$ cat config.mk
export PLATFORM = sky130hd
export DESIGN_NAME = think_tag_stream_splitter_core_flat
export DESIGN_NICKNAME = d
export VERILOG_FILES = /design/src/hdl/tss_pkg.sv /design/src/hdl/tss_if.sv /design/src/hdl/tss_matcher.sv /design/src/hdl/think_tag_stream_splitter_core.sv /design/src/flat_wrapper.sv
export SDC_FILE = /design/constraint.sdc
export NUM_CORES = 1
export LEC_CHECK = 0
export BUFFER_PORTS_ARGS = -buffer_cell sky130_fd_sc_hd__buf_2
export CELL_PAD_IN_SITES_DETAIL_PLACEMENT = 2
export CELL_PAD_IN_SITES_GLOBAL_PLACEMENT = 2
export CORE_ASPECT_RATIO = 0.6
export CORE_MARGIN = 4
export CORE_UTILIZATION = 40
export CTS_CLUSTER_DIAMETER = 200
export DETAILED_ROUTE_END_ITERATION = 10
export GPL_TIMING_DRIVEN = 0
export PLACE_DENSITY_LB_ADDON = 0.1
export SETUP_SLACK_MARGIN = 0.2
export SYNTH_ARGS = -nofsm -noshare
export SYNTH_HDL_FRONTEND = slang
export SYNTH_HIERARCHICAL = 1
export SYNTH_SLANG_ARGS = --single-unit
$ cat constraint.sdc
create_clock -name clk -period 7.4 [get_ports clk]
set_input_delay 1.48 -clock clk [delete_from_list [all_inputs] [get_ports clk]]
set_output_delay 1.48 -clock clk [all_outputs]
set_load 0.01 [all_outputs]
$ cat src/hdl/tss_pkg.sv
// ----------------------------------------------------------------------------
// tss_pkg
// Shared constants, tag tables and types for the think-tag stream splitter.
// ----------------------------------------------------------------------------
package tss_pkg;

    // tag lengths (each tag is matched to its full length, 2..8)
    localparam int OPEN_TAG_LEN  = 7;
    localparam int CLOSE_TAG_LEN = 8;

    localparam logic [3:0] OPEN_LEN  = 4'(OPEN_TAG_LEN);
    localparam logic [3:0] CLOSE_LEN = 4'(CLOSE_TAG_LEN);

    // tag bit patterns, padded to eight entries
    localparam logic [7:0] OPEN_TAG [8] = '{8'h3c, 8'h74, 8'h68, 8'h69,
                                            8'h6e, 8'h6b, 8'h3e, 8'h00};
    localparam logic [7:0] CLOSE_TAG [8] = '{8'h3c, 8'h2f, 8'h74, 8'h68,
                                             8'h69, 8'h6e, 8'h6b, 8'h3e};

    // command codes
    localparam logic CMD_BYTE    = 1'b0;
    localparam logic CMD_RESTART = 1'b1;

    // byte classes
    localparam logic CLASS_CONTENT  = 1'b0;
    localparam logic CLASS_THINKING = 1'b1;

    // stream phase, one-hot
    typedef enum logic [2:0] {
        PH_BEFORE = 3'b001,
        PH_THINK  = 3'b010,
        PH_AFTER  = 3'b100
    } phase_t;

    // description of one burst of released bytes
    typedef struct packed {
        logic       load;        // burst has at least one byte
        logic [3:0] cnt;         // total bytes in the burst, 1..8
        logic [2:0] held;        // leading bytes rebuilt from a tag
        logic       held_close;  // tag those bytes come from
        logic       cls;         // class of every byte in the burst
        logic [7:0] data;        // trailing byte when cnt > held
    } run_t;

    // byte idx of the opening or closing tag
    function automatic logic [7:0] tag_byte(input logic is_close, input logic [2:0] idx);
        tag_byte = is_close ? CLOSE_TAG[idx] : OPEN_TAG[idx];
    endfunction

    // held bytes plus the new byte form a prefix of the target tag
    function automatic logic tag_prefix(input logic       tgt_close,
                                        input logic       held_close,
                                        input logic [2:0] held,
                                        input logic [7:0] data);
        logic       ok;
        logic [3:0] n;
        logic [3:0] len;
        ok  = 1'b1;
        n   = {1'b0, held} + 4'd1;
        len = tgt_close ? CLOSE_LEN : OPEN_LEN;
        for (int i = 0; i < 8; i++) begin
            if (3'(i) < held) begin
                ok = ok & (tag_byte(held_close, 3'(i)) == tag_byte(tgt_close, 3'(i)));
            end
        end
        ok = ok & (tag_byte(tgt_close, held) == data) & (n <= len);
        tag_prefix = ok;
    endfunction

endpackage

$ cat src/hdl/tss_if.sv
// ----------------------------------------------------------------------------
// tss_if
// Valid/ready channels for the splitter's text input and released bytes.
// ----------------------------------------------------------------------------
interface tss_in_if;
    logic       valid;
    logic       ready;
    logic       command;
    logic [7:0] text_byte;

    modport source (output valid, output command, output text_byte, input ready);
    modport sink   (input valid, input command, input text_byte, output ready);
endinterface

interface tss_out_if;
    logic       valid;
    logic       ready;
    logic [7:0] out_byte;
    logic       byte_class;
    logic       last_of_run;

    modport source (output valid, output out_byte, output byte_class,
                    output last_of_run, input ready);
    modport sink   (input valid, input out_byte, input byte_class,
                    input last_of_run, output ready);
endinterface

$ cat src/hdl/tss_matcher.sv
// ----------------------------------------------------------------------------
// tss_matcher
// Tag matcher: holds phase and tag-prefix state, decides each byte's burst.
// ----------------------------------------------------------------------------
module tss_matcher (
    input  logic            clk,
    input  logic            rst_n,
    input  logic            accept,
    input  logic            command,
    input  logic [7:0]      data,
    output tss_pkg::run_t   run
);
    import tss_pkg::*;

    phase_t     phase_reg, phase_next;
    logic [2:0] held_reg, held_next;
    logic       close_reg, close_next;

    logic [3:0] n;
    logic       close_ok;
    logic       open_ok;
    logic       emit;

    // prefix tests against both tags
    assign n        = {1'b0, held_reg} + 4'd1;
    assign close_ok = tag_prefix(1'b1, close_reg, held_reg, data);
    assign open_ok  = tag_prefix(1'b0, close_reg, held_reg, data);

    // next state and burst decision
    always_comb
    begin
        phase_next = phase_reg;
        held_next  = held_reg;
        close_next = close_reg;
        emit       = 1'b0;
        run        = '0;
        run.data   = data;
        if (accept) begin
            if (command == CMD_RESTART) begin
                phase_next = PH_BEFORE;
                held_next  = 3'd0;
                close_next = 1'b0;
            end
            else begin
                case (phase_reg)
                    PH_BEFORE, PH_THINK:
                    begin
                        if (close_ok && n == CLOSE_LEN) begin
                            phase_next = PH_AFTER;
                            held_next  = 3'd0;
                            close_next = 1'b0;
                        end
                        else if (phase_reg == PH_BEFORE && open_ok) begin
                            if (n == OPEN_LEN) begin
                                phase_next = PH_THINK;
                                held_next  = 3'd0;
                            end
                            else begin
                                held_next = n[2:0];
                            end
                            close_next = 1'b0;
                        end
                        else if (close_ok) begin
                            held_next  = n[2:0];
                            close_next = 1'b1;
                        end
                        else begin
                            // mismatch: release held bytes, maybe start a new hold
                            run.held       = held_reg;
                            run.held_close = close_reg;
                            run.cls        = (phase_reg == PH_THINK) ? CLASS_THINKING
                                                                     : CLASS_CONTENT;
                            if (phase_reg == PH_BEFORE && data == OPEN_TAG[0]) begin
                                held_next  = 3'd1;
                                close_next = 1'b0;
                            end
                            else if (data == CLOSE_TAG[0]) begin
                                held_next  = 3'd1;
                                close_next = 1'b1;
                            end
                            else begin
                                held_next  = 3'd0;
                                close_next = 1'b0;
                                emit       = 1'b1;
                            end
                            run.cnt  = {1'b0, held_reg} + {3'd0, emit};
                            run.load = (run.cnt != 4'd0);
                        end
                    end
                    default:
                    begin
                        // after thinking every byte is content
                        run.cls  = CLASS_CONTENT;
                        run.cnt  = 4'd1;
                        run.load = 1'b1;
                    end
                endcase
            end
        end
    end

    // state registers
    always_ff @(posedge clk or negedge rst_n)
    begin
        if (!rst_n) begin
            phase_reg <= PH_BEFORE;
            held_reg  <= 3'd0;
            close_reg <= 1'b0;
        end
        else begin
            phase_reg <= phase_next;
            held_reg  <= held_next;
            close_reg <= close_next;
        end
    end

    // after thinking nothing is ever held
    a_after_no_hold: assert property (@(posedge clk) disable iff (!rst_n)
        phase_reg == PH_AFTER |-> held_reg == 3'd0)
        else $error("bytes held after thinking");

    // a hold never reaches the full tag length
    a_hold_short: assert property (@(posedge clk) disable iff (!rst_n)
        {1'b0, held_reg} < (close_reg ? CLOSE_LEN : OPEN_LEN))
        else $error("held prefix as long as its tag");

    // after thinking is left only by a restart
    a_after_sticks: assert property (@(posedge clk) disable iff (!rst_n)
        (phase_reg == PH_AFTER && !(accept && command == CMD_RESTART))
        |=> phase_reg == PH_AFTER)
        else $error("left after-thinking without restart");

endmodule

$ cat src/hdl/think_tag_stream_splitter_core.sv
// ----------------------------------------------------------------------------
// think_tag_stream_splitter_core
// Splits a text byte stream into content and thinking bytes, dropping tags.
// ----------------------------------------------------------------------------
// One input transfer is taken per cycle while the release register is free
// or releasing its last byte. Each byte is matched combinationally against
// the opening and closing tags and yields a burst of zero to eight released
// bytes, handed out by a release register one per cycle while the output is
// ready. A byte that yields one result or none does not slow the input;
// a longer burst holds the input until its last byte is taken, when the
// next burst loads. Partial tag prefixes are held back and rebuilt from the
// tag tables on a mismatch. last_of_run marks the final byte of each burst.
// A restart command clears the phase and any held bytes.
module think_tag_stream_splitter_core (
    input  logic        clk,
    input  logic        rst_n,
    tss_in_if.sink      text_in,
    tss_out_if.source   text_out
);
    import tss_pkg::*;

    run_t       run;
    logic       in_accept;
    logic       out_last;

    logic       run_valid_reg;
    logic [2:0] run_idx_reg;
    logic [3:0] run_cnt_reg;
    logic [2:0] run_held_reg;
    logic       run_close_reg;
    logic       run_cls_reg;
    logic [7:0] run_data_reg;

    // input handshake: free, or the last byte of a burst leaves this cycle
    assign out_last      = ({1'b0, run_idx_reg} + 4'd1) == run_cnt_reg;
    assign text_in.ready = !run_valid_reg || (text_out.ready && out_last);
    assign in_accept     = text_in.valid && text_in.ready;

    tss_matcher u_matcher (
        .clk     (clk),
        .rst_n   (rst_n),
        .accept  (in_accept),
        .command (text_in.command),
        .data    (text_in.text_byte),
        .run     (run)
    );

    // release control
    always_ff @(posedge clk or negedge rst_n)
    begin
        if (!rst_n) begin
            run_valid_reg <= 1'b0;
            run_idx_reg   <= 3'd0;
        end
        else if (in_accept && run.load) begin
            run_valid_reg <= 1'b1;
            run_idx_reg   <= 3'd0;
        end
        else if (run_valid_reg && text_out.ready) begin
            if (out_last) begin
                run_valid_reg <= 1'b0;
            end
            else begin
                run_idx_reg <= run_idx_reg + 3'd1;
            end
        end
    end

    // burst payload
    always_ff @(posedge clk)
    begin
        if (in_accept && run.load) begin
            run_cnt_reg   <= run.cnt;
            run_held_reg  <= run.held;
            run_close_reg <= run.held_close;
            run_cls_reg   <= run.cls;
            run_data_reg  <= run.data;
        end
    end

    // output transfer
    assign text_out.valid       = run_valid_reg;
    assign text_out.out_byte    = (run_idx_reg < run_held_reg)
                                  ? tag_byte(run_close_reg, run_idx_reg) : run_data_reg;
    assign text_out.byte_class  = run_cls_reg;
    assign text_out.last_of_run = out_last;

    // a live burst has between one and eight bytes
    a_cnt_range: assert property (@(posedge clk) disable iff (!rst_n)
        run_valid_reg |-> (run_cnt_reg != 4'd0 && run_cnt_reg <= 4'd8))
        else $error("burst count out of range");

    // the release index stays inside the burst
    a_idx_range: assert property (@(posedge clk) disable iff (!rst_n)
        run_valid_reg |-> {1'b0, run_idx_reg} < run_cnt_reg)
        else $error("release index past burst end");

    // held bytes never exceed the burst length
    a_held_fits: assert property (@(posedge clk) disable iff (!rst_n)
        run_valid_reg |-> {1'b0, run_held_reg} <= run_cnt_reg)
        else $error("held bytes exceed burst");

    // a byte taken mid-burst advances the index by one
    a_idx_step: assert property (@(posedge clk) disable iff (!rst_n)
        (run_valid_reg && text_out.ready && !out_last)
        |=> run_valid_reg && run_idx_reg == $past(run_idx_reg) + 3'd1)
        else $error("release index skipped");

endmodule

$ cat src/flat_wrapper.sv
// flat-port wrapper written by rule: the top's interface ports become plain ports
module think_tag_stream_splitter_core_flat import tss_pkg::*;
  (clk, rst_n, text_in_valid, text_in_command, text_in_text_byte, text_in_ready, text_out_valid, text_out_out_byte, text_out_byte_class, text_out_last_of_run, text_out_ready);
  tss_in_if text_in_i ();
  tss_out_if text_out_i ();
  input  logic clk;
  input  logic rst_n;
  input wire logic [$bits(text_in_i.valid)-1:0] text_in_valid;
  input wire logic [$bits(text_in_i.command)-1:0] text_in_command;
  input wire logic [$bits(text_in_i.text_byte)-1:0] text_in_text_byte;
  output wire logic [$bits(text_in_i.ready)-1:0] text_in_ready;
  output wire logic [$bits(text_out_i.valid)-1:0] text_out_valid;
  output wire logic [$bits(text_out_i.out_byte)-1:0] text_out_out_byte;
  output wire logic [$bits(text_out_i.byte_class)-1:0] text_out_byte_class;
  output wire logic [$bits(text_out_i.last_of_run)-1:0] text_out_last_of_run;
  input wire logic [$bits(text_out_i.ready)-1:0] text_out_ready;
  assign text_in_i.valid = text_in_valid;
  assign text_in_i.command = text_in_command;
  assign text_in_i.text_byte = text_in_text_byte;
  assign text_in_ready = text_in_i.ready;
  assign text_out_valid = text_out_i.valid;
  assign text_out_out_byte = text_out_i.out_byte;
  assign text_out_byte_class = text_out_i.byte_class;
  assign text_out_last_of_run = text_out_i.last_of_run;
  assign text_out_i.ready = text_out_ready;
  think_tag_stream_splitter_core u_core (.clk(clk), .rst_n(rst_n), .text_in(text_in_i), .text_out(text_out_i));
endmodule
After elaboration in Yosys (flattened, before gate mapping)
Memories as Yosys holds them, arrays and structs flattened.
Index checks and enable logic that the tools add are counted.
{"block": "op_classes", "magnitude_cmp": 12, "reduce_logical": 23, "bitwise_logic": 20, "muxes": 74, "eq_ne": 22, "addsub": 4}
{"cell": "two-way mux 8 bit", "count": 10}
{"cell": "two-way mux 10 bit", "count": 5}
{"cell": "two-way mux 3 bit", "count": 16}
{"cell": "== test 8 x 7 -> 1 bit, second input constant", "count": 5}
{"cell": "two-way mux 1 bit", "count": 37}
{"cell": "== test 7 bit, second input constant", "count": 5}
{"cell": "== test 8 x 6 -> 1 bit, second input constant", "count": 3}
{"cell": "bitwise AND 1 bit", "count": 16}
{"cell": "== test 8 bit", "count": 2}
{"cell": "two-way mux 7 bit", "count": 2}
{"cell": "< comparator 3 bit, first input constant", "count": 4}
{"cell": "two-way mux 5 bit", "count": 2}
{"cell": "adder 3 x 1 -> 4 bit, second input constant", "count": 2}
{"cell": ">= comparator 4 bit, second input constant", "count": 2}
{"cell": "logical NOT 8 bit", "count": 1}
{"cell": "inverter 3 -> 4 bit", "count": 2}
{"cell": "== test 7 x 6 -> 1 bit, second input constant", "count": 1}
{"cell": "logical AND 1 bit", "count": 7}
{"cell": "< comparator 2 x 3 -> 1 bit, first input constant", "count": 2}
{"cell": "two-way mux 6 bit", "count": 1}
{"cell": "AND reduction 2 bit", "count": 3}
{"cell": "nonzero test 2 bit", "count": 3}
{"cell": "nonzero test 3 bit", "count": 2}
{"cell": "OR reduction 6 bit", "count": 1}
{"cell": "19 further kinds", "count": 21}
{"block": "totals", "inputBits": 13, "n_memories": 4, "reg_bits": 28, "romBits": 256, "out_inout_bits": 12}
{"memory": "(no name shown)", "words": 8, "word_bits": 8, "read_ports": 1, "rd_ports_with_merged_regs": 0, "wr": 0, "line_no": "tss_pkg.sv:47", "text": "tag_byte = is_close ? CLOSE_TAG[idx] : OPEN_TAG[idx];"}
{"memory": "(no name shown)", "words": 8, "word_bits": 8, "read_ports": 1, "rd_ports_with_merged_regs": 0, "wr": 0, "line_no": "tss_pkg.sv:47"}
{"memory": "(no name shown)", "words": 8, "word_bits": 8, "read_ports": 1, "rd_ports_with_merged_regs": 0, "wr": 0, "line_no": "tss_pkg.sv:47"}
{"memory": "(no name shown)", "words": 8, "word_bits": 8, "read_ports": 1, "rd_ports_with_merged_regs": 0, "wr": 0, "line_no": "tss_pkg.sv:47"}

Depth between registers and ports, before layout
Gate-level depths: netlist of the first run.
{"block": "logic_depth", "word_depth": 34, "ltp_mapped": 15, "depth_no_buf": 13}

Hierarchy
The synthesis of the first run kept the hierarchy.
{"mod": "think_tag_stream_splitter_core", "n_inst": 1, "seq_area_each_um2": 610.6, "area_per_inst_um2": 1216.2, "cells_per_inst": 104}
{"mod": "tss_matcher", "n_inst": 1, "seq_area_each_um2": 176.4, "area_per_inst_um2": 1069.8, "cells_per_inst": 138}

Worst setup path after synthesis of the first run
Ideal clock, no wire load.
{"block": "synth_timing", "path_kind": "input port to flip-flop", "start": "input text_in_text_byte[0]", "end": "register u_core.run_close_reg, enable pin", "path_slack_ps": 3171, "arrival_ps": 3836, "path_stages": 9, "required_time_ps": 7008, "setup_time_ps": 392, "path_buffers": 0, "path_cell_list": "nand4b_1 or4_1 ha_1 ha_1 a21oi_1 o31ai_1 a21oi_1 nand2_1 nor2b_1"}
{"element": "start, declared", "line_no": "flat_wrapper.sv:10", "text": "input wire logic [$bits(text_in_i.text_byte)-1:0] text_in_text_byte;"}
{"element": "end signal, assigned", "line_no": "think_tag_stream_splitter_core.sv:75", "text": "run_close_reg <= run.held_close;"}
{"element": "end, declared", "line_no": "think_tag_stream_splitter_core.sv:30", "text": "logic run_close_reg;"}

==> flow_summary_export.csv, run 1 <==
group,metric,value,unit
logic_synthesis,ys_seq_area_share,34.4,%
cells_and_area,nFillCells,597,
placement,io_buffer_count,24,
worst_setup_path,crit_cells,10,
floorplan,core,0.00528,mm2
placement,place_inst,343,
worst_setup_path,crit_required,7.31,ns
power,power_switching,0.292,mW
sta,finalCritPeriodShare,59.1,%
clock_network,post_cts_resized,0,
worst_setup_path,ff2ff_path_depth,11,
cells_and_area,drive_gt1_share,21.1,%
worst_setup_path,crit_family,"simple AND/OR/NAND/NOR gates",
detailed_routing,num_vias,1934,
cells_and_area,final_core_util,48.7,%
detailed_routing,first_pass_iters,4,
clock_network,clockRootBuffer,"clkbuf_8",
worst_setup_path,worstPathArrival,4.29,ns
worst_setup_path,critical_path.max_fanout,17,
power,power.internal,0.395,mW
floorplan,start_util,43.3,%
floorplan,io-pin-count,25,
clock_network,cts_buffer_depth,2,
clock_network,cts_sinks,28,
logic_synthesis,syn-num-nets,273,
power,p_comb_share,52.3,%
logic_synthesis,synthArstFlopShare,39.3,%
sta,drv_slew,0,
worst_setup_path,crit_buf_inv,1,
clock_network,clk_latency,0.28,ns
power,p_clk_share,16.4,%
sta,max_slew_margin,34.6,%
clock_network,numCtsBuffers,3,
run_status,status,"completed",
floorplan,die_w,106,um
global_route,grt_max_degree,18,
logic_synthesis,synth_area,0.00229,mm2
logic_synthesis,ys_ff_latch,28,
sta,tns,0,ns
cells_and_area,multi_input_area,0.00133,mm2
sta,rsz0062_at_grt,"false",
detailed_routing,wire_per_inst,20.6,um
detailed_routing,final_antenna_net_count,0,
logic_synthesis,synth_edf_count,17,
sta,fin_worst_skew,0.00588,ns
worst_setup_path,worstPathCellList,"buf_2 -> nand4b_1 -> or4_1 -> ha_1 -> ha_1 -> a21oi_1 -> o31ai_1 -> a21oi_1 -> nand2_1 -> nor2b_2",
run,drv_cap,0,
worst_setup_path,cp_slowest_stage_delay,0.81,ns
worst_setup_path,critPathSlowestCell,"nor2b_2",
power,p_leak,1.10,nW
sta,worst_slew_pin_slew,0.976,ns
logic_synthesis,synth_ff_type,"edfxtp_1",
global_route,grt_pass1_wl,11700,um
clock_network,postCtsSetupBuffers,0,
power,max-vdd-ir-drop,0.146,mV
cells_and_area,largest_reg_flops,8,
placement,dp_hpwl,5370,um
logic_synthesis,syn_avg_cell_area,9.45,um2
clock_network,cts_tree,"done",
worst_hold_path,min_path_type,"register to register",
worst_setup_path,ff2ff_setup_slack,3.43,ns
worst_hold_path,min_to,"u_core/u_matcher/phase_reg[0]$_DFFE_PN1P_",
logic_synthesis,ys_types,49,
placement,gp_congestion,0.868,
worst_setup_path,cp-start-kind,"input pin",
detailed_routing,drc,0,
clock_network,htree_num_levels,1,
cells_and_area,diodes,0,
global_route,antenna_found_initial,0,
power,power_frac_seq,31.4,%
worst_hold_path,hold_path_depth,1,
clock_network,path_clk_slew,0.11,ns
power,swShare,42.5,%
sta,layout_setup_ws,3.03,ns
floorplan,row_count,20,
global_route,first_global_vias,2114,
worst_setup_path,r2r_start,"u_core/run_idx_reg[1]$_DFFE_PN0P_",
detailed_routing,vias_per_cell,5.57,
clock_network,cts_hold_buf,0,
sta,max_freq,229,MHz
cells_and_area,layout.nets,302,
worst_setup_path,crit_type,"input pin to register",
placement,pre_cts_ws,2.32,ns
detailed_routing,wirelength,7150,um
logic_synthesis,yosys_warnings,6,
global_route,overflow,0,
global_route,grt_usage,21.5,%
floorplan,die_area,0.00703,mm2
logic_synthesis,netlist_instances,242,
sta,hold_viol,0,
worst_hold_path,holdCritStartpoint,"u_core/u_matcher/phase_reg[0]$_DFFE_PN1P_",
worst_setup_path,r2r_end,"u_core/run_data_reg[2]$_DFFE_PP_",
cells_and_area,final-seq-area,787,um2
sta,finalSetupViolations,0,
sta,fin_crit,4.37,ns
cells_and_area,final_cells,347,
cells_and_area,syn_to_final_growth,12.5,%
worst_setup_path,endpoint_kind,"register",
detailed_routing,drt-initial-drc-count,102,
floorplan,fp.dieH,66.6,um
power,power_density,267,mW/mm2
[cell families (layout without fill, tap and decap cells)]
group,count (synthesis),after routing,synth area share [%]
AOI/OAI and AO/OA,54,54,16.1
xor gates and xnor gates,19,19,7.28
buffers and inverters,31,59,7.44
DFF,28,28,34.4
muxes,13,13,6.02
adders and majority gates,18,18,9.85
and+or+nand+nor,79,79,18.9
[cell usage after synthesis, types with 3 or more instances]
cell	count	share of area [%]
ha_1	18	9.9
edfxtp_1	17	22
nand2_1	17	2.8
a21oi_1	15	3.3
inv_1	13	2.1
nor2_1	13	2.1
xnor2_1	11	4.2
dfrtp_1	10	11
buf_4	8	2.6
nand2b_1	8	2.2
o21ai_0	8	1.8
xor2_1	8	3.1
mux2i_1	7	3.1
nand3_1	7	1.5
nor2b_1	7	1.9
buf_2	6	1.3
mux2_2	6	3.0
and2_1	5	1.4
and3_1	5	1.4
a211oi_1	4	1.3
a21o_1	4	1.3
nor3_1	4	0.88
nor4_1	4	1.1
o211ai_1	4	1.3
o21ai_1	3	0.66
[per-stage QoR]
stage | instance area [um2] | hold slack, ns | power (mW)
2_1_floorplan | 2290 | 0.487 | 0.446
3_3_place_gp | 2500 | 0.573 | 0.550
3_5_place_dp | 2500 | 0.577 | 0.568
4_1_cts | 2570 | 0.598 | 0.689
5_1_grt | 2570 | 0.608 | 0.736
6_report | 2570 | 0.595 | 0.686
[how the worst max path moves through the flow]
stage | startpoint | endpoint | slack (ns)
floorplan | text_in_text_byte[0] | u_core/run_close_reg$_DFFE_PP_ | 3.17
global placement | text_in_text_byte[0] | u_core/run_data_reg[5]$_DFFE_PP_ | 2.48
detailed placement | text_in_text_byte[0] | u_core/run_data_reg[5]$_DFFE_PP_ | 2.32
CTS | text_in_text_byte[0] | u_core/run_data_reg[5]$_DFFE_PP_ | 2.57
global route | text_in_text_byte[0] | u_core/run_data_reg[2]$_DFFE_PP_ | 2.89
finish | text_in_text_byte[0] | u_core/run_data_reg[2]$_DFFE_PP_ | 3.03
[layer usage]
| layer | GRT usage, % | wire (um) | up-vias |
|---|---|---|---|
| met3 | 3.48 | 297 | 8 |
| met4 | 3.88 | 87 | 0 |
| met1 | 30.1 | 3570 | 967 |
| met2 | 35.6 | 3200 | 44 |
| li1 | - | - | 915 |
| met5 | 0 | 0 | - |
[cells in the final DEF (no fill, tap or decap), drive strengths merged, types with 8 or more instances in the layout]
| master | netlist | final |
|---|---|---|
| xor2 | 8 | 8 |
| nor2 | 13 | 13 |
| buf | 16 | 40 |
| a21oi | 16 | 16 |
| dfrtp | 10 | 10 |
| ha | 18 | 18 |
| inv | 13 | 13 |
| nand2b | 8 | 8 |
| xnor2 | 11 | 11 |
| o21ai | 11 | 11 |
| edfxtp | 17 | 17 |
| nand2 | 17 | 17 |
[layout make-up]
class	count	area share (%)
Multi-Input combinational cell	183	51.8
Sequential cell	28	30.6
Buffer	18	4.72
Timing Repair Buffer	24	4.67
Tap cell	77	3.75
Clock buffer	4	2.58
Inverter	13	1.90
[power by group through the flow]
stage | clock network, mW | registers, mW | logic, mW
final | 0.112 | 0.215 | 0.359
after floorplan | 0 | 0.210 | 0.236
after detailed placement | 0 | 0.216 | 0.352
after global routing | 0.125 | 0.218 | 0.393
after CTS | 0.116 | 0.215 | 0.359
after global placement | 0 | 0.214 | 0.335
No activity file was read; power rests on OpenSTA's default activity.
==> run 2, diff against run 1 <==
- CORE_UTILIZATION: 40 -> 37
- clock period: 7.4 -> 4.1 ns (I/O delays scaled with it)
==> run 2 against run 1 <==
Effect of this change: wire length is 8.0% lower; core utilization is 4.0 points lower; global-route usage is 3.0 points lower.
==> flow_summary_export.csv, run 2 (synthesis gave the netlist of run 1 again) <==
group,metric,value,unit
cells_and_area,syn_to_final_growth,13.0,%
clock_network,clockRootBuffer,"clkbuf_8",
worst_setup_path,cp_slowest_stage_delay,0.49,ns
global_route,grt_usage,18.5,%
detailed_routing,wire_per_inst,18.7,um
worst_setup_path,crit_start,"u_core/run_idx_reg[1]$_DFFE_PN0P_",
sta,worst_slew_pin_slew,0.594,ns
placement,place_inst,346,
run,drv_cap,0,
sta,drv_slew,0,
sta,hold_viol,0,
sta,max_freq,270,MHz
run_status,status,"completed",
cells_and_area,drive_gt1_share,21.4,%
detailed_routing,drc,0,
floorplan,row_count,21,
global_route,overflow,0,
sta,tns,0,ns
clock_network,cts_tree,"done",
power,power_density,457,mW/mm2
clock_network,cts_sinks,28,
cells_and_area,largest_reg_flops,8,
floorplan,die_area,0.00754,mm2
detailed_routing,final_antenna_net_count,0,
sta,fin_worst_skew,0.00803,ns
clock_network,htree_num_levels,1,
sta,finalSetupViolations,0,
worst_setup_path,crit_required,4.24,ns
worst_setup_path,crit_buf_inv,2,
cells_and_area,stdcell_area,0.00258,mm2
global_route,first_global_vias,1982,
clock_network,clk_latency,0.28,ns
floorplan,fp.dieH,68.9,um
global_route,antenna_found_initial,0,
floorplan,die_w,109,um
placement,dp_hpwl,5190,um
worst_hold_path,min_path_type,"input pin to asynchronous set/reset pin",
worst_setup_path,crit_type,"register to register",
sta,finalCritPeriodShare,90.3,%
power,max-vdd-ir-drop,0.263,mV
cells_and_area,multi_input_area,0.00134,mm2
detailed_routing,vias_per_cell,5.38,
cells_and_area,final_common_cell,"buf_2",
placement,io_buffer_count,24,
power,p_leak,1.10,nW
clock_network,cts_buffer_depth,2,
detailed_routing,drt-initial-drc-count,81,
cells_and_area,diodes,0,
worst_setup_path,endpoint_kind,"register",
worst_setup_path,worstPathArrival,3.85,ns
worst_setup_path,crit_path_frequent_cell,"and2_1",
global_route,grt_pass1_wl,10500,um
sta,fin_crit,3.70,ns
worst_setup_path,critical_path.max_fanout,8,
worst_setup_path,worstPathCellList,"clkbuf_2 -> inv_1 -> ha_1 -> xor2_1 -> nor2_1 -> a41o_1 -> and2_1 -> nand2b_1 -> or3_1 -> nor3_2 -> and2_1 -> and3_1",
sta,max_slew_margin,60.1,%
placement,gp_congestion,0.806,
global_route,grt_max_degree,18,
cells_and_area,layout_common_cells,"buf_2 (30), ha_1 (18), nand2_1 (17), edfxtp_1 (17), a21oi_1 (15)",
floorplan,io-pin-count,25,
cells_and_area,final_cells,351,
cells_and_area,layout.nets,303,
detailed_routing,wirelength,6580,um
cells_and_area,final-seq-area,787,um2
clock_network,path_clk_slew,0.10,ns
worst_setup_path,cp-start-kind,"register",
floorplan,core,0.00578,mm2
detailed_routing,first_pass_iters,4,
placement,place_area,0.00251,mm2
detailed_routing,num_vias,1890,
cells_and_area,nFillCells,634,
worst_setup_path,crit_family,"simple AND/OR/NAND/NOR gates",
worst_setup_path,critPathSlowestCell,"dfrtp_1",
floorplan,start_util,39.5,%
worst_setup_path,r2r_start,"u_core/run_idx_reg[1]$_DFFE_PN0P_",
sta,rsz0062_at_grt,"true",
cells_and_area,final_core_util,44.7,%
clock_network,numCtsBuffers,3,
## run 2: cell types whose count changed in the layout (fill, tap and decap cells not counted)
cell       delta
clkbuf_16     -1
nor2b_4       +1
nor3_1        -1
buf_12        +1
clkbuf_1      +1
nor3_2        +1
nor2b_2       -1
## run 2: final timing paths
path | end | slack, ns | cells after the start
max | u_core/run_cnt_reg[3]$_DFFE_PP_ | 0.40 | 12
min | u_core/run_idx_reg[2]$_DFFE_PN0P_ | 0.40 | 1
max reg2reg | u_core/run_cnt_reg[3]$_DFFE_PP_ | 0.40 | 12
min reg2reg | u_core/u_matcher/phase_reg[0]$_DFFE_PN1P_ | 0.59 | 1
max in group asynchronous | u_core/u_matcher/phase_reg[0]$_DFFE_PN1P_ | 3.43 | 1
min in group clk | u_core/u_matcher/phase_reg[0]$_DFFE_PN1P_ | 0.59 | 1
## run 2: what timing repair did
item                                    4_1_cts  5_1_grt
resized for setup                             2        1
buffers inserted                              0        1
hold buffers                                  0        0
endpoints found under the setup margin       17       20
## run 2: metrics by stage
| step | hold WS, ns | worst slack (ns) | power, mW |
|---|---|---|---|
| 5_1_grt | 0.404 | 0.173 | 1.28 |
| 6_report | 0.398 | 0.398 | 1.18 |
| 3_3_place_gp | 0.578 | -0.181 | 0.996 |
| 2_1_floorplan | 0.487 | 0.531 | 0.805 |
| 3_5_place_dp | 0.576 | -0.467 | 1.02 |
| 4_1_cts | 0.404 | 0.296 | 1.19 |
## run 2: cell type report
| type | instances | share of cell area [%] |
|---|---|---|
| plain buffers | 18 | 4.70 |
| clock buffers | 4 | 1.74 |
| inverters | 13 | 1.89 |
| multi-input cells | 183 | 51.9 |
| flip-flops and latches | 28 | 30.5 |
| well taps | 80 | 3.87 |
| repair buffers | 25 | 5.42 |
## run 2: metal layers
metal,global-route usage [%],wire (um),up-vias
met3,2.88,198,2
met1,27.0,3530,933
met4,1.87,17,0
met5,0,0,-
li1,-,-,923
met2,30.0,2840,32
## run 2: report_power, final
group	switching, mW	leakage [nW]	internal [mW]
clock network	0.0907	0.0228	0.0699
logic	0.365	0.791	0.271
registers	0.0472	0.290	0.337
==> run 3, diff against run 2 <==
- CORE_UTILIZATION: 37 -> 40
- clock period: 4.1 -> 4.5 ns (I/O delays scaled with it)
==> run 3 against run 2 <==
Effect of this change: sequential cell count did not move; design area decreased by 0.29%; clock skew down 0.0021 ns; die area shrank 6.8%; count of clock-buffer cells in the layout did not move; critical path type unchanged; largest cell class unchanged; largest power group unchanged.
==> flow_summary_export.csv, run 3 (synthesis gave the netlist of run 1 again) <==
group,metric,value,unit
sta,max_freq,255,MHz
floorplan,io-pin-count,25,
cells_and_area,nFillCells,595,
run_status,status,"completed",
cells_and_area,largest_reg_flops,8,
worst_setup_path,worstPathCellList,"clkbuf_2 -> inv_1 -> ha_1 -> xor2_1 -> nor2_1 -> a41o_1 -> and2_1 -> nand2b_1 -> or3_1 -> nor3_1 -> and2_1 -> and3_1",
cells_and_area,final_common_cell,"buf_2",
placement,dp_hpwl,5370,um
global_route,first_global_vias,2114,
placement,gp_congestion,0.868,
sta,drv_slew,0,
cells_and_area,final_core_util,48.8,%
worst_setup_path,endpoint_kind,"register",
global_route,antenna_found_initial,0,
clock_network,htree_num_levels,1,
worst_setup_path,crit_required,4.66,ns
sta,layout_setup_ws,0.572,ns
sta,tns,0,ns
floorplan,die_w,106,um
detailed_routing,num_vias,1933,
run,drv_cap,0,
power,p_leak,1.10,nW
clock_network,cts_tree,"done",
sta,max_slew_margin,58.9,%
detailed_routing,wirelength,7160,um
global_route,grt_max_degree,18,
floorplan,start_util,43.3,%
placement,place_inst,343,
detailed_routing,wire_per_inst,20.6,um
global_route,overflow,0,
detailed_routing,first_pass_iters,4,
worst_setup_path,r2r_end,"u_core/run_cnt_reg[3]$_DFFE_PP_",
detailed_routing,dr_wl_met3,297,um
detailed_routing,final_antenna_net_count,0,
clock_network,path_clk_slew,0.11,ns
power,max-vdd-ir-drop,0.240,mV
detailed_routing,top_layer_used,"met4",
cells_and_area,final_cells,347,
sta,hold_viol,0,
clock_network,clockRootBuffer,"clkbuf_8",
detailed_routing,drc,0,
cells_and_area,layout_common_cells,"buf_2 (30), ha_1 (18), nand2_1 (17), edfxtp_1 (17), a21oi_1 (15)",
sta,worst_slew_pin_slew,0.612,ns
clock_network,clk_latency,0.28,ns
clock_network,numCtsBuffers,3,
worst_hold_path,min_path_type,"input pin to asynchronous set/reset pin",
cells_and_area,syn_to_final_growth,12.7,%
clock_network,cts_hold_buf,0,
worst_setup_path,crit_path_frequent_cell,"and2_1",
sta,fin_crit,3.93,ns
worst_setup_path,critPathSlowestCell,"nor3_1",
clock_network,cts_buffer_depth,2,
placement,io_buffer_count,24,
worst_setup_path,ff2ff_path_depth,12,
floorplan,core,0.00528,mm2
sta,finalCritPeriodShare,87.3,%
clock_network,cts_sinks,28,
floorplan,die_area,0.00703,mm2
worst_setup_path,cp-start-kind,"register",
worst_setup_path,ff2ff_setup_slack,0.57,ns
placement,pre_cts_ws,0.00473,ns
cells_and_area,diodes,0,
detailed_routing,vias_per_cell,5.57,
cells_and_area,layout.nets,302,
detailed_routing,wl_met2,3210,um
worst_setup_path,cp_slowest_stage_delay,0.52,ns
global_route,grt_usage,21.5,%
detailed_routing,drt-initial-drc-count,97,
floorplan,row_count,20,
sta,fin_worst_skew,0.00591,ns
sta,finalSetupViolations,0,
global_route,grt_pass1_wl,11700,um
worst_setup_path,worstPathArrival,4.09,ns
power,power_density,439,mW/mm2
worst_setup_path,critical_path.max_fanout,8,
sta,rsz0062_at_grt,"false",
worst_setup_path,r2r_start,"u_core/run_idx_reg[1]$_DFFE_PN0P_",
worst_setup_path,crit_type,"register to register",
cells_and_area,drive_gt1_share,21.1,%
floorplan,fp.dieH,66.6,um
detailed_routing,met1_length,3570,um
## run 3: worst max-delay path by stage
stage               slack [ns]  depth (start not counted)                               end                               from
global placement          0.16                         10  u_core/run_data_reg[5]$_DFFE_PP_               text_in_text_byte[0]
floorplan                 0.85                          9    u_core/run_close_reg$_DFFE_PP_               text_in_text_byte[0]
finish                    0.57                         12   u_core/run_cnt_reg[3]$_DFFE_PP_  u_core/run_idx_reg[1]$_DFFE_PN0P_
global route              0.28                         12   u_core/run_cnt_reg[3]$_DFFE_PP_  u_core/run_idx_reg[1]$_DFFE_PN0P_
detailed placement       0.005                         10  u_core/run_data_reg[5]$_DFFE_PP_               text_in_text_byte[0]
CTS                       0.57                         11  u_core/run_data_reg[5]$_DFFE_PP_  u_core/run_idx_reg[1]$_DFFE_PN0P_
## run 3: cell type report
cell class / count / area, um2 / share of cell area [%]
clock buffer: 4 / 66.3 / 2.57
tap: 77 / 96.3 / 3.74
inverter: 13 / 48.8 / 1.89
sequential: 28 / 787 / 30.5
timing repair buffer: 24 / 120 / 4.66
buffer: 18 / 121 / 4.71
multi-input combinational: 183 / 1340 / 51.9
## run 3: timing repair
| item | in CTS | in global routing |
|---|---|---|
| buffers inserted | 0 | 0 |
| hold endpoints to repair | 0 | 0 |
| resized for setup | 1 | 1 |
| setup endpoints to repair | 17 | 11 |
## run 3: report_power, final
part	switching, mW	total (mW)	internal, mW
Clock	0.0877	0.185	0.0971
Combinational	0.347	0.593	0.247
Sequential	0.0464	0.354	0.307
Total	0.481	1.13	0.651
## run 3: metrics by stage
step	total power, mW	cell area (um2)	hold slack [ns]
after floorplan	0.734	2290	0.487
after global placement	0.904	2500	0.573
after detailed placement	0.934	2500	0.577
after CTS	1.13	2570	0.480
after global routing	1.21	2580	0.477
final	1.13	2580	0.475
## run 3: worst max-delay path: cells and delay by family, from the launching register on
family / cells / cell delay, ns
XOR/XNOR: 1 / 0.18
AO/OA/AOI/OAI: 1 / 0.28
AND/OR/NAND/NOR: 7 / 2.08
adder cells (fa/ha/maj): 1 / 0.36
buffers and inverters: 2 / 0.41
flip-flops: 1 / 0.50
## run 3: metal layers
metal | global-route usage, % | up-vias
met5 | 0 | -
met4 | 3.88 | 0
met3 | 3.48 | 8
met2 | 35.6 | 44
met1 | 30.1 | 967
li1 | - | 914
